<file path="config.mk">
export PLATFORM = sky130hd
export DESIGN_NAME = first_fit_heap_allocator_unit
export DESIGN_NICKNAME = d
export VERILOG_FILES = /design/src/rtl/core/ffha_pkg.sv /design/src/rtl/core/ffha_table.sv /design/src/rtl/core/first_fit_heap_allocator_unit.sv
export SDC_FILE = /design/constraint.sdc
export NUM_CORES = 2
export LEC_CHECK = 0
export BUFFER_PORTS_ARGS = -buffer_cell sky130_fd_sc_hd__clkbuf_2
export CORE_MARGIN = 2
export CORE_UTILIZATION = 60
export CTS_CLUSTER_SIZE = 12
export DETAILED_ROUTE_END_ITERATION = 16
export PLACE_DENSITY = 0.73
export SYNTH_ARGS = -nofsm -noshare
export SYNTH_HDL_FRONTEND = slang
export SYNTH_HIERARCHICAL = 1
export SYNTH_SLANG_ARGS = --single-unit
</file>
<file path="constraint.sdc">
create_clock -name i_clk -period 12.55 [get_ports i_clk]
set_input_delay 1.255 -clock i_clk [delete_from_list [all_inputs] [get_ports i_clk]]
set_output_delay 1.255 -clock i_clk [all_outputs]
set_load 0.02 [all_outputs]
</file>
<file path="src/rtl/core/ffha_pkg.sv">
// Shared constants and codes of the first-fit heap allocator.
package ffha_pkg;

    localparam int DEF_MAX_BLOCKS   = 64;
    localparam int SIZE_W           = 16;
    localparam int UNITS_W          = 17;
    localparam int UNIT_SHIFT       = 4;
    localparam int HEADER_UNITS     = 2;
    localparam int RESET_HEAP_UNITS = 4096;
    localparam int MAX_HEAP_UNITS   = 65536;

    typedef enum logic [1:0] {
        ST_OK         = 2'd0,
        ST_ALLOC_FAIL = 2'd1,
        ST_BAD_FREE   = 2'd2
    } t_status;

    localparam logic OP_ALLOC = 1'b0;
    localparam logic OP_FREE  = 1'b1;

endpackage

</file>
<file path="src/rtl/core/ffha_table.sv">
// Block table memory: one write port and one registered read port.
module ffha_table #(
    parameter int DEPTH = ffha_pkg::DEF_MAX_BLOCKS,
    parameter int AW    = $clog2(ffha_pkg::DEF_MAX_BLOCKS),
    parameter int DW    = 23
) (
    input  logic          i_clk,
    input  logic          i_we,
    input  logic [AW-1:0] i_waddr,
    input  logic [DW-1:0] i_wdata,
    input  logic [AW-1:0] i_raddr,
    output logic [DW-1:0] o_rdata
);

    logic [DW-1:0] r_mem [DEPTH];
    logic [DW-1:0] r_rdata;

    always_ff @(posedge i_clk) begin
        if (i_we) begin
            r_mem[i_waddr] <= i_wdata;
        end
        r_rdata <= r_mem[i_raddr];
    end

    assign o_rdata = r_rdata;

endmodule

</file>
<file path="src/rtl/core/first_fit_heap_allocator_unit.sv">
// Top level of the first-fit heap allocator: sequencer, flags and block table.
//
// Usage. A request is presented on i_operation, i_request_bytes and i_address
// and is taken at a rising edge where start is high and busy is low. An
// allocate rounds the size up to 16-byte units and walks the block chain in
// address order to the first free block that fits, splitting it when at
// least three units are left over and a table slot is spare. A free walks
// the chain to the block whose payload offset matches and then makes one
// merging pass over the chain, joining neighbouring free blocks.
// Each request that is not cut short by a write of heap_units gives exactly
// one result on o_status, o_payload_offset and o_free_bytes, shown for one
// cycle with o_valid high; the receiver cannot stall, so the result must be
// taken in that cycle.
// The walk reads the chain one table entry at a time through the single
// read port of the block table; an allocate first searches for a spare
// slot, and a free ends with a merging pass over the chain. busy stays high
// throughout a walk; an allocate of zero bytes is answered in the cycle after
// it is taken without busy going high. After reset, and after any write of
// heap_units over the APB port, the heap is rebuilt as one free block, if it
// holds at least HEADER_UNITS, while busy is high.
module first_fit_heap_allocator_unit #(
    parameter int MAX_BLOCKS = ffha_pkg::DEF_MAX_BLOCKS
) (
    input  logic        i_clk,
    input  logic        i_rst_n,
    input  logic        psel,
    input  logic        penable,
    input  logic        pwrite,
    input  logic [2:0]  paddr,
    input  logic [31:0] pwdata,
    output logic [31:0] prdata,
    output logic        pready,
    input  logic        start,
    output logic        busy,
    input  logic        i_operation,
    input  logic [19:0] i_request_bytes,
    input  logic [19:0] i_address,
    output logic        o_valid,
    output logic [1:0]  o_status,
    output logic [19:0] o_payload_offset,
    output logic [20:0] o_free_bytes
);

    localparam int IDX_W  = (MAX_BLOCKS > 1) ? $clog2(MAX_BLOCKS) : 1;
    localparam int LINK_W = $clog2(MAX_BLOCKS + 1);
    localparam int SW     = ffha_pkg::SIZE_W;
    localparam int UW     = ffha_pkg::UNITS_W;
    localparam int ENT_W  = LINK_W + SW;
    localparam logic [LINK_W-1:0] LINK_NULL = LINK_W'(MAX_BLOCKS);

    typedef enum logic [8:0] {
        S_IDLE = 9'b000000001,
        S_INIT = 9'b000000010,
        S_SCAN = 9'b000000100,
        S_WRD  = 9'b000001000,
        S_WEV  = 9'b000010000,
        S_SPL2 = 9'b000100000,
        S_MST  = 9'b001000000,
        S_MRD  = 9'b010000000,
        S_MEV  = 9'b100000000
    } t_state;

    t_state r_state, n_state;
    logic              r_op, n_op;
    logic [UW-1:0]     r_units, n_units;
    logic [19:0]       r_addr, n_addr;
    logic [LINK_W-1:0] r_s, n_s;
    logic [17:0]       r_off, n_off;
    logic [LINK_W-1:0] r_n, n_n;
    logic [LINK_W-1:0] r_cur, n_cur;
    logic [SW-1:0]     r_cur_size, n_cur_size;
    logic [LINK_W-1:0] r_cur_link, n_cur_link;
    logic [ENT_W-1:0]  r_aux, n_aux;
    logic [UW-1:0]     r_free_units, n_free_units;
    logic [MAX_BLOCKS-1:0] r_in_use, n_in_use;
    logic [MAX_BLOCKS-1:0] r_is_free, n_is_free;
    logic              r_valid, n_valid;
    logic [1:0]        r_status, n_status;
    logic [19:0]       r_offset, n_offset;
    logic [UW-1:0]     r_free_out, n_free_out;
    logic [UW-1:0]     r_heap_units, n_heap_units;

    logic              mem_we;
    logic [IDX_W-1:0]  mem_waddr, mem_raddr;
    logic [ENT_W-1:0]  mem_wdata, mem_rdata;

    logic [SW-1:0]     rd_size;
    logic [LINK_W-1:0] rd_link;
    logic              s_live, link_live, nx_live;
    logic [UW-1:0]     heap_clamped;
    logic [UW:0]       sz_ext;
    logic [21:0]       off_bytes;
    logic [20:0]       req_round;
    logic              cfg_wr;

    assign rd_size = mem_rdata[SW-1:0];
    assign rd_link = mem_rdata[ENT_W-1:SW];

    assign s_live    = (r_s < LINK_NULL) && r_in_use[r_s[IDX_W-1:0]];
    assign link_live = (r_cur_link < LINK_NULL) && r_in_use[r_cur_link[IDX_W-1:0]];
    assign nx_live   = (r_n < LINK_NULL);

    assign heap_clamped = (r_heap_units > UW'(ffha_pkg::MAX_HEAP_UNITS - 1)) ?
                          UW'(ffha_pkg::MAX_HEAP_UNITS) : r_heap_units;
    assign sz_ext    = {2'b00, rd_size};
    assign off_bytes = ({4'b0000, r_off} + 22'(ffha_pkg::HEADER_UNITS)) << ffha_pkg::UNIT_SHIFT;
    assign req_round = {1'b0, i_request_bytes} + 21'd15;
    assign cfg_wr    = psel && penable && pwrite && pready;

    always_comb begin
        n_state      = r_state;
        n_op         = r_op;
        n_units      = r_units;
        n_addr       = r_addr;
        n_s          = r_s;
        n_off        = r_off;
        n_n          = r_n;
        n_cur        = r_cur;
        n_cur_size   = r_cur_size;
        n_cur_link   = r_cur_link;
        n_aux        = r_aux;
        n_free_units = r_free_units;
        n_in_use     = r_in_use;
        n_is_free    = r_is_free;
        n_valid      = 1'b0;
        n_status     = r_status;
        n_offset     = r_offset;
        n_free_out   = r_free_out;
        n_heap_units = r_heap_units;
        mem_we       = 1'b0;
        mem_waddr    = '0;
        mem_wdata    = '0;
        mem_raddr    = r_s[IDX_W-1:0];

        unique case (r_state)
            S_IDLE: begin
                if (start) begin
                    n_op    = i_operation;
                    n_units = req_round[UW+3:4];
                    n_addr  = i_address;
                    n_s     = '0;
                    n_off   = '0;
                    n_n     = '0;
                    if (i_operation == ffha_pkg::OP_FREE) begin
                        n_state = S_WRD;
                    end else if (i_request_bytes == '0) begin
                        n_valid  = 1'b1;
                        n_status = ffha_pkg::ST_ALLOC_FAIL;
                        n_offset = '0;
                    end else begin
                        n_state = S_SCAN;
                    end
                end
            end
            S_INIT: begin
                n_in_use  = '0;
                n_is_free = '0;
                n_free_units = '0;
                if (heap_clamped >= UW'(ffha_pkg::HEADER_UNITS)) begin
                    n_in_use[0]  = 1'b1;
                    n_is_free[0] = 1'b1;
                    n_free_units = heap_clamped - UW'(ffha_pkg::HEADER_UNITS);
                    mem_we    = 1'b1;
                    mem_waddr = '0;
                    mem_wdata = {LINK_NULL, n_free_units[SW-1:0]};
                end
                n_state = S_IDLE;
            end
            S_SCAN: begin
                // Find the lowest spare table slot, one slot a cycle.
                if (r_n == LINK_NULL || !r_in_use[r_n[IDX_W-1:0]]) begin
                    n_state = S_WRD;
                end else begin
                    n_n = r_n + 1'b1;
                end
            end
            S_WRD: begin
                if (s_live) begin
                    n_state = S_WEV;
                end else begin
                    n_valid  = 1'b1;
                    n_status = (r_op == ffha_pkg::OP_FREE) ?
                               ffha_pkg::ST_BAD_FREE : ffha_pkg::ST_ALLOC_FAIL;
                    n_offset = '0;
                    n_state  = S_IDLE;
                end
            end
            S_WEV: begin
                if (r_op == ffha_pkg::OP_ALLOC) begin
                    if (r_is_free[r_s[IDX_W-1:0]] && sz_ext >= {1'b0, r_units}) begin
                        n_is_free[r_s[IDX_W-1:0]] = 1'b0;
                        n_status = ffha_pkg::ST_OK;
                        n_offset = off_bytes[19:0];
                        if (sz_ext >= {1'b0, r_units} + 18'(ffha_pkg::HEADER_UNITS + 1)
                            && nx_live) begin
                            n_in_use[r_n[IDX_W-1:0]]  = 1'b1;
                            n_is_free[r_n[IDX_W-1:0]] = 1'b1;
                            mem_we    = 1'b1;
                            mem_waddr = r_s[IDX_W-1:0];
                            mem_wdata = {r_n, r_units[SW-1:0]};
                            n_aux     = {rd_link, 16'(sz_ext - {1'b0, r_units}
                                         - 18'(ffha_pkg::HEADER_UNITS))};
                            n_free_units = r_free_units - r_units
                                           - UW'(ffha_pkg::HEADER_UNITS);
                            n_state = S_SPL2;
                        end else begin
                            n_free_units = r_free_units - UW'(rd_size);
                            n_valid = 1'b1;
                            n_state = S_IDLE;
                        end
                    end else begin
                        n_off   = r_off + 18'(ffha_pkg::HEADER_UNITS) + 18'(rd_size);
                        n_s     = rd_link;
                        n_state = S_WRD;
                    end
                end else begin
                    if (off_bytes == {2'b00, r_addr}) begin
                        if (!r_is_free[r_s[IDX_W-1:0]]) begin
                            n_free_units = r_free_units + UW'(rd_size);
                        end
                        n_is_free[r_s[IDX_W-1:0]] = 1'b1;
                        n_state = S_MST;
                    end else begin
                        n_off   = r_off + 18'(ffha_pkg::HEADER_UNITS) + 18'(rd_size);
                        n_s     = rd_link;
                        n_state = S_WRD;
                    end
                end
            end
            S_SPL2: begin
                mem_we    = 1'b1;
                mem_waddr = r_n[IDX_W-1:0];
                mem_wdata = r_aux;
                n_valid   = 1'b1;
                n_state   = S_IDLE;
            end
            S_MST: begin
                mem_raddr = '0;
                n_cur     = '0;
                n_state   = S_MRD;
                n_cur_size = r_cur_size;
                // Head entry arrives next cycle; flag it by a null link for now.
                n_cur_link = LINK_NULL;
                n_s        = LINK_NULL;
            end
            S_MRD: begin
                if (r_s == LINK_NULL) begin
                    // First pass: take the head entry from the read port.
                    n_cur_size = rd_size;
                    n_cur_link = rd_link;
                    n_s        = '0;
                    mem_raddr  = rd_link[IDX_W-1:0];
                    if ((rd_link < LINK_NULL) && r_in_use[rd_link[IDX_W-1:0]]) begin
                        n_state = S_MEV;
                    end else begin
                        n_valid  = 1'b1;
                        n_status = ffha_pkg::ST_OK;
                        n_offset = '0;
                        n_state  = S_IDLE;
                    end
                end else begin
                    mem_raddr = r_cur_link[IDX_W-1:0];
                    if (link_live) begin
                        n_state = S_MEV;
                    end else begin
                        n_valid  = 1'b1;
                        n_status = ffha_pkg::ST_OK;
                        n_offset = '0;
                        n_state  = S_IDLE;
                    end
                end
            end
            S_MEV: begin
                if (r_is_free[r_cur[IDX_W-1:0]] && r_is_free[r_cur_link[IDX_W-1:0]]) begin
                    n_cur_size = r_cur_size + SW'(ffha_pkg::HEADER_UNITS) + rd_size;
                    n_cur_link = rd_link;
                    n_in_use[r_cur_link[IDX_W-1:0]]  = 1'b0;
                    n_is_free[r_cur_link[IDX_W-1:0]] = 1'b0;
                    n_free_units = r_free_units + UW'(ffha_pkg::HEADER_UNITS);
                    mem_we    = 1'b1;
                    mem_waddr = r_cur[IDX_W-1:0];
                    mem_wdata = {rd_link, n_cur_size};
                end else begin
                    n_cur      = r_cur_link;
                    n_cur_size = rd_size;
                    n_cur_link = rd_link;
                end
                n_state = S_MRD;
            end
            default: begin
                n_state = S_IDLE;
            end
        endcase

        if (n_valid) begin
            n_free_out = n_free_units;
        end

        if (cfg_wr && !paddr[2]) begin
            n_heap_units = pwdata[UW-1:0];
            n_state      = S_INIT;
        end
    end

    always_ff @(posedge i_clk) begin
        if (!i_rst_n) begin
            r_state      <= S_INIT;
            r_heap_units <= UW'(ffha_pkg::RESET_HEAP_UNITS);
            r_in_use     <= '0;
            r_is_free    <= '0;
            r_free_units <= '0;
            r_valid      <= 1'b0;
        end else begin
            r_state      <= n_state;
            r_heap_units <= n_heap_units;
            r_in_use     <= n_in_use;
            r_is_free    <= n_is_free;
            r_free_units <= n_free_units;
            r_valid      <= n_valid;
        end
    end

    always_ff @(posedge i_clk) begin
        r_op       <= n_op;
        r_units    <= n_units;
        r_addr     <= n_addr;
        r_s        <= n_s;
        r_off      <= n_off;
        r_n        <= n_n;
        r_cur      <= n_cur;
        r_cur_size <= n_cur_size;
        r_cur_link <= n_cur_link;
        r_aux      <= n_aux;
        r_status   <= n_status;
        r_offset   <= n_offset;
        r_free_out <= n_free_out;
    end

    ffha_table #(
        .DEPTH (MAX_BLOCKS),
        .AW    (IDX_W),
        .DW    (ENT_W)
    ) u_table (
        .i_clk   (i_clk),
        .i_we    (mem_we),
        .i_waddr (mem_waddr),
        .i_wdata (mem_wdata),
        .i_raddr (mem_raddr),
        .o_rdata (mem_rdata)
    );

    assign busy             = (r_state != S_IDLE);
    assign pready           = 1'b1;
    assign prdata           = paddr[2] ? 32'd0 : {{(32 - UW){1'b0}}, r_heap_units};
    assign o_valid          = r_valid;
    assign o_status         = r_status;
    assign o_payload_offset = r_offset;
    assign o_free_bytes     = {r_free_out, 4'b0000};

    // A failed or free result never carries an offset.
    a_fail_zero_offset: assert property (@(posedge i_clk) disable iff (!i_rst_n)
        (o_valid && o_status != ffha_pkg::ST_OK) |-> (o_payload_offset == '0))
        else $error("failed request returned an offset");

    // An accepted request that needs a walk keeps the block busy in the next cycle.
    a_busy_after_start: assert property (@(posedge i_clk) disable iff (!i_rst_n)
        (start && !busy
         && !(i_operation == ffha_pkg::OP_ALLOC && i_request_bytes == '0)) |=> busy)
        else $error("request accepted without going busy");

    // Free payload never exceeds the largest possible heap.
    a_free_bound: assert property (@(posedge i_clk) disable iff (!i_rst_n)
        r_free_units <= UW'(ffha_pkg::MAX_HEAP_UNITS - ffha_pkg::HEADER_UNITS))
        else $error("free unit count out of range");

    // A result only appears on the cycle after the sequencer was busy or start was high.
    a_valid_after_busy: assert property (@(posedge i_clk) disable iff (!i_rst_n)
        o_valid |-> $past(busy) || $past(start))
        else $error("result without a request");

endmodule
</file>
# Yosys cells after proc, flatten, opt, wreduce, memory -nomap -nowiden
# Memories as Yosys holds them, arrays and structs flattened. A register that Yosys moved wholly into a read port is not among the register bits.
# Index checks and enable logic that the tools add are counted.
# totals
reg_bits	333
latch_bits	0
ram_bits	1472
mem_bits_ro	0
input_bits	82
out_inout_bits	78
mem_count	1
# classes
addsub	16
multipliers	0
div	0
magnitude_cmp	16
n_eq_ne	32
shift	0
n_mux	127
bitwise	10
n_reduce_logical	38
# mem_list
memory	depth	word_bits	read_ports	rd_clocked_by_memory_dff	write_ports	line_no	source
u_table.r_mem	64	23	1	1	1	ffha_table.sv:15	logic [DW-1:0] r_mem [DEPTH];
# ops
operator	n
two-way mux 64 bit	9
case mux 64 bit (3 select lines)	2
AND 64 bit	3
OR 64 bit	3
two-way mux 20 bit	9
two-way mux 17 bit	9
NOT 64 bit	2
two-way mux 23 bit	5
case mux 23 bit (4 select lines)	1
two-way mux 9 bit	9
case mux 20 bit (4 select lines)	1
two-way mux 18 bit	4
two-way mux 7 bit	8
case mux 9 bit (6 select lines)	1
case mux 17 bit (3 select lines)	1
binary-select mux 1 bit (select 6 bit)	7
two-way mux 6 bit	7
adder 18 x 2 -> 18 bit, second input constant	2
case mux 18 bit (2 select lines)	1
< comparator 6 x 7 -> 1 bit, second input constant	5
subtractor 17 x 2 -> 17 bit, second input constant	2
two-way mux 16 bit	2
case mux 16 bit (2 select lines)	1
< comparator 7 bit, second input constant	4
57 further kinds	141

# Longest topological paths before layout
# logic_depth
depth_word	11
mapped_depth	22
mapped_depth_nobuf	19

# Cells and area by module
# The synthesis kept the hierarchy.
# modules_own_cells
module	n_inst	cells_each	area_each_um2	seq_area_each_um2
ffha_table	1	2458	56581.8	44662.8
first_fit_heap_allocator_unit	1	3323	28335.9	8157.8

# Least setup slack after synthesis
# OpenSTA, ideal clock, no wires.
# synth_path
path_kind	reg2reg
start	register r_units[2]
end	memory u_table.r_mem[0][0], data pin
setup_ns	0.702
t_arrival_ns	5.494
slack_ns	6.355
stages_incl_launch_ff	16
synth_period_minus_slack_ns	6.195
cell_sequence	edfxtp_1 > o21ai_0 > or2_2 > nor3_1 > nand3_1 > xnor2_1 > ha_1 > nand4_1 > nor2_1 > nand2_1 > o211a_1 > nor2_1 > nand4_1 > buf_2 > buf_2 > o21ai_0
# synth_via
elab_chain_cells	7
elab_cells_between_ends	9
cone_classes	add/sub (1); order compare (2); mux (4); reduce/logical (2)
# synth_lines
item	line_no	source
from (decl)	first_fit_heap_allocator_unit.sv:65	logic [UW-1:0] r_units, n_units;
from (signal assigned)	first_fit_heap_allocator_unit.sv:325	r_units <= n_units;
adder 17 x 2 -> 18 bit	first_fit_heap_allocator_unit.sv:194	if (sz_ext >= {1'b0, r_units} + 18'(ffha_pkg::HEADER_UNITS + 1)
greater-or-equal comparator 16 x 18 -> 1 bit	first_fit_heap_allocator_unit.sv:194	
logical AND 1 bit	first_fit_heap_allocator_unit.sv:195	&& nx_live) begin
two-way mux 23 bit	first_fit_heap_allocator_unit.sv:194	
two-way mux 23 bit (*)	first_fit_heap_allocator_unit.sv:190	if (r_is_free[r_s[IDX_W-1:0]] && sz_ext >= {1'b0, r_units}) begin
two-way mux 23 bit (*)	first_fit_heap_allocator_unit.sv:189	if (r_op == ffha_pkg::OP_ALLOC) begin
case mux 23 bit (4 select lines) (*)	first_fit_heap_allocator_unit.sv:135	unique case (r_state)
via mem_wdata[0]	first_fit_heap_allocator_unit.sv:85	logic [ENT_W-1:0] mem_wdata, mem_rdata;
to (decl)	ffha_table.sv:15	
# The timed path passes the listed nets; every way through them passes the cells marked *.

# Final worst setup path
# layout_path
start	register r_s[0]
end	memory u_table.r_mem[32][12], enable pin
# layout_via
elab_cells_between_ends	12
cone_classes	mux (11); reduce/logical (1)
# layout_lines
item	line_no	source
from (decl)	first_fit_heap_allocator_unit.sv:67	logic [LINK_W-1:0] r_s, n_s;
from (signal assigned)	first_fit_heap_allocator_unit.sv:327	r_s <= n_s;
binary-select mux 1 bit (select 6 bit)	first_fit_heap_allocator_unit.sv:190	
two-way mux 1 bit (not written as such)	first_fit_heap_allocator_unit.sv:190	
logical AND 1 bit	first_fit_heap_allocator_unit.sv:190	
two-way mux 6 bit	first_fit_heap_allocator_unit.sv:190	
two-way mux 6 bit	first_fit_heap_allocator_unit.sv:189	
case mux 6 bit (3 select lines)	first_fit_heap_allocator_unit.sv:135	
via mem_waddr[3]	first_fit_heap_allocator_unit.sv:84	logic [IDX_W-1:0] mem_waddr, mem_raddr;
# The timed path passes the listed nets, and every way through them passes these cells. The select of a mux whose other input is x is not followed.

==> impl_results.md <==
* Status: completed
* I/O pin cnt at 160
* Main combinational cell family by area after synthesis: multiplexers
* # rows at 138
* Setup TNS at 0 ns
* Max cap viols at 0
* Most Frequent Cell on Critical Path: buf_4
* DP HPWL at 151000 um
* Num Clock Sinks at 1824
* Drc violations at 0
* Crit path max fanout at 40
* Critical-path cell list: buf_4, buf_4, mux2_2, a221o_1, a221o_1, a22oi_1, nand3_1, nand4_1, buf_4, inv_2, buf_4, a222oi_1, inv_1, nor2_1, nand3_1, nor2_4
* Post-route ant nets at 0
* Area after DPL at 87600 um^2
* Reg2reg setup slack at 4.58 ns
* Crit path time final at 7.97 ns
* Vias in the first global route at 52061
* Hold_buf cts at 0
* Mapped cell area at 84900 um^2
* Post-Synth Adder-Cell Area at 2.94%
* Final setup viols at 0
* DR vias/cell at 6.94
* WL/cell at 31.1 um
* Nets at 6150
* First-pass GRT wire length at 357000 um
* XOR/XNOR Fraction of Synth Area at 1.42%
* CP Class: reg -> reg
* Die area at 145000 um^2
* CTS tree: yes
* Worst path required time at 12.95 ns
* Fillers at 9639
* Post-placement cell count at 7575
* Fmax at 125 MHz
* Initial antenna violation count at 12
* Synth cell types at 107
* Post CTS Setup Buffer Count at 0
* Simple-gate share of the synthesized area at 8.00%
* Final setup margin at 4.58 ns
* Post-Layout Cell Count at 7880
* Routability-driven placement congestion ratio at 0.992
* Fin util at 66.2%
* Ys flop type: edfxtp_1
* Post-route clock period utilization at 63.5%
* Setup crit start kind: register
* Pwr dens at 137 nW/um^2
* CP max-delay cell: a222oi_1
* Top delay family on crit path: buffers and inverters
* Final hold violation count at 0
* Syn_area_per_cell at 14.7 um^2
* DR pass1 iterations at 8
* Core area at 141000 um^2
* EDFF count, synth at 1629
* Crit path buffers/inverters at 6
* Die W at 380 um
* FF+latch count, synth at 1824
* Syn. warnings at 6
* Cells after Synth at 5781
* Max Buffers Root-to-Sink at 3
* Largest net degree at the start of global routing at 124
* Slew @ Worst Pin at 1.28 ns
* Initial DRC Count at 7888
* Share of layout cells above drive strength 1 at 19.2%
* Design area at 93400 um^2
* PortBufs at 118
* Vias at 54653
* Slew HR at 15.0%
* Hold WC Path Type: reg -> reg
* Multi-input logic area at 30000 um^2
* CP arrival at 8.37 ns
* All-Layer GR Usage at 33.6%
* Layout Skew at 0.0693 ns
* Initial Util at 60.2%
* Die height at 380 um
* Synth-to-layout area growth at 9.93%
* Sequential area share after synthesis at 62.2%
* Dpl ws at 4.92 ns
* Leakage power at 32.5 nW
* Max Slew Vio Count at 0
* Post-cts sizing count at 0
* Cts bufs inserted at 185
* Ys async rst share at 0%
* Synth Area in Compound Gates at 8.40%
* Worst-path clk slew at 0.06 ns
* H-tree Lvls at 4
* Most common cell after layout, fill and taps aside: edfxtp_1
* Most frequent cells in the layout: edfxtp_1, mux4_2, nand2_1
* Post-synthesis mux area share at 13.9%
* Crit. End Element: register
* Clk root buf: clkbuf_16
* Worst-Skew Late Latency at 0.85 ns
* Max incr delay on CP at 0.95 ns
* Total grt overflow at 0
* Seq. cell area at 52800 um^2
* Peak VDD IR at 0.000128 V
* Final wirelength at 245000 um
* Unrepaired setup endpoints after global routing: false
area by class of cell:
class,instances,area share [%]
Clock buffer,252,5.29
Multi-Input combinational cell,3408,32.1
Sequential cell,1824,56.6
Inverter,188,0.756
Tap cell,1890,2.53
Antenna cell,3,0.00804
Timing Repair Buffer,265,1.89
Clock inverter,50,0.827
registers in the layout, summed over array words and instances, names as in the netlist, 18 cells and up:
name,cells
r_addr,20
r_aux,23
r_in_use,64
r_is_free,64
r_off,18
u_table/o_rdata,23
u_table/r_mem,1472
Yosys cell counts (all sizes together) (42+ instances only):
library cell  number  area share (%)
nand3            214             1.3
o21ai            200             1.2
a21oi            261             1.5
xnor2             90            0.93
mux4             446              12
inv              186            0.82
mux2i            130             1.5
dfxtp            195             4.6
buf              176             1.3
nor2             273             1.2
a22oi             59            0.53
clkbuf           207            0.92
o221ai            92            0.95
edfxtp          1629              58
a211oi            66            0.58
nor2b             42            0.31
mux2              42            0.56
nor3             106            0.69
xor2              45            0.46
nand2            409             1.8
o22ai             88            0.65
ha               190             2.8
o211ai            47            0.43
cells by family (layout without fill, tap and decap cells):
kind of cell               after synthesis  after routing
AOI/OAI and AO/OA                     1068           1068
xor gates and xnor gates               136            136
adders and majority gates              196            196
buffers and inverters                  571            755
DFF                                   1824           1824
muxes                                  618            618
other                                    2             27
and+or+nand+nor                       1366           1366
worst register-to-register path, cell delays in order, from the launching register on:
cell and delay (ns):
edfxtp_1 0.32, buf_4 0.32, buf_4 0.59, mux2_2 0.41, a221o_1 0.34, a221o_1 0.33
a22oi_1 0.35, nand3_1 0.51, nand4_1 0.28, buf_4 0.50, inv_2 0.31, buf_4 0.38
a222oi_1 0.96, inv_1 0.36, nor2_1 0.18, nand3_1 0.46, nor2_4 0.93
path summary, 6_finish.rpt:
path,startpoint,end,cells past startpoint
setup reg to reg,r_s[0],u_table/r_mem[32][12],16
setup / recovery,r_s[0],u_table/r_mem[32][12],16
hold reg to reg,r_heap_units[9],r_heap_units[9],2
hold / removal,r_heap_units[9],r_heap_units[9],2
through the flow:
step	hold WS (ns)	power, W
floorplan	0.406	0.00736
global placement	0.477	0.00761
detailed placement	0.496	0.00762
CTS	0.512	0.0128
global route	0.538	0.0131
finish	0.522	0.0128
metal layers:
metal,track usage (%),up-vias,wire [um]
met3,6.73,622,26100
met2,52.1,3496,114000
met5,0,-,64
met1,47.1,27489,93100
li1,-,23036,-
met4,14.0,10,11400
power breakdown:
| part | internal, W | switching, W | leakage [nW] |
|---|---|---|---|
| clock | 0.00293 | 0.00236 | 2.73 |
| sequential | 0.00666 | 0.0000421 | 18.0 |
| combinational | 0.000263 | 0.000552 | 11.7 |
No activity file was read; power rests on OpenSTA's default activity.
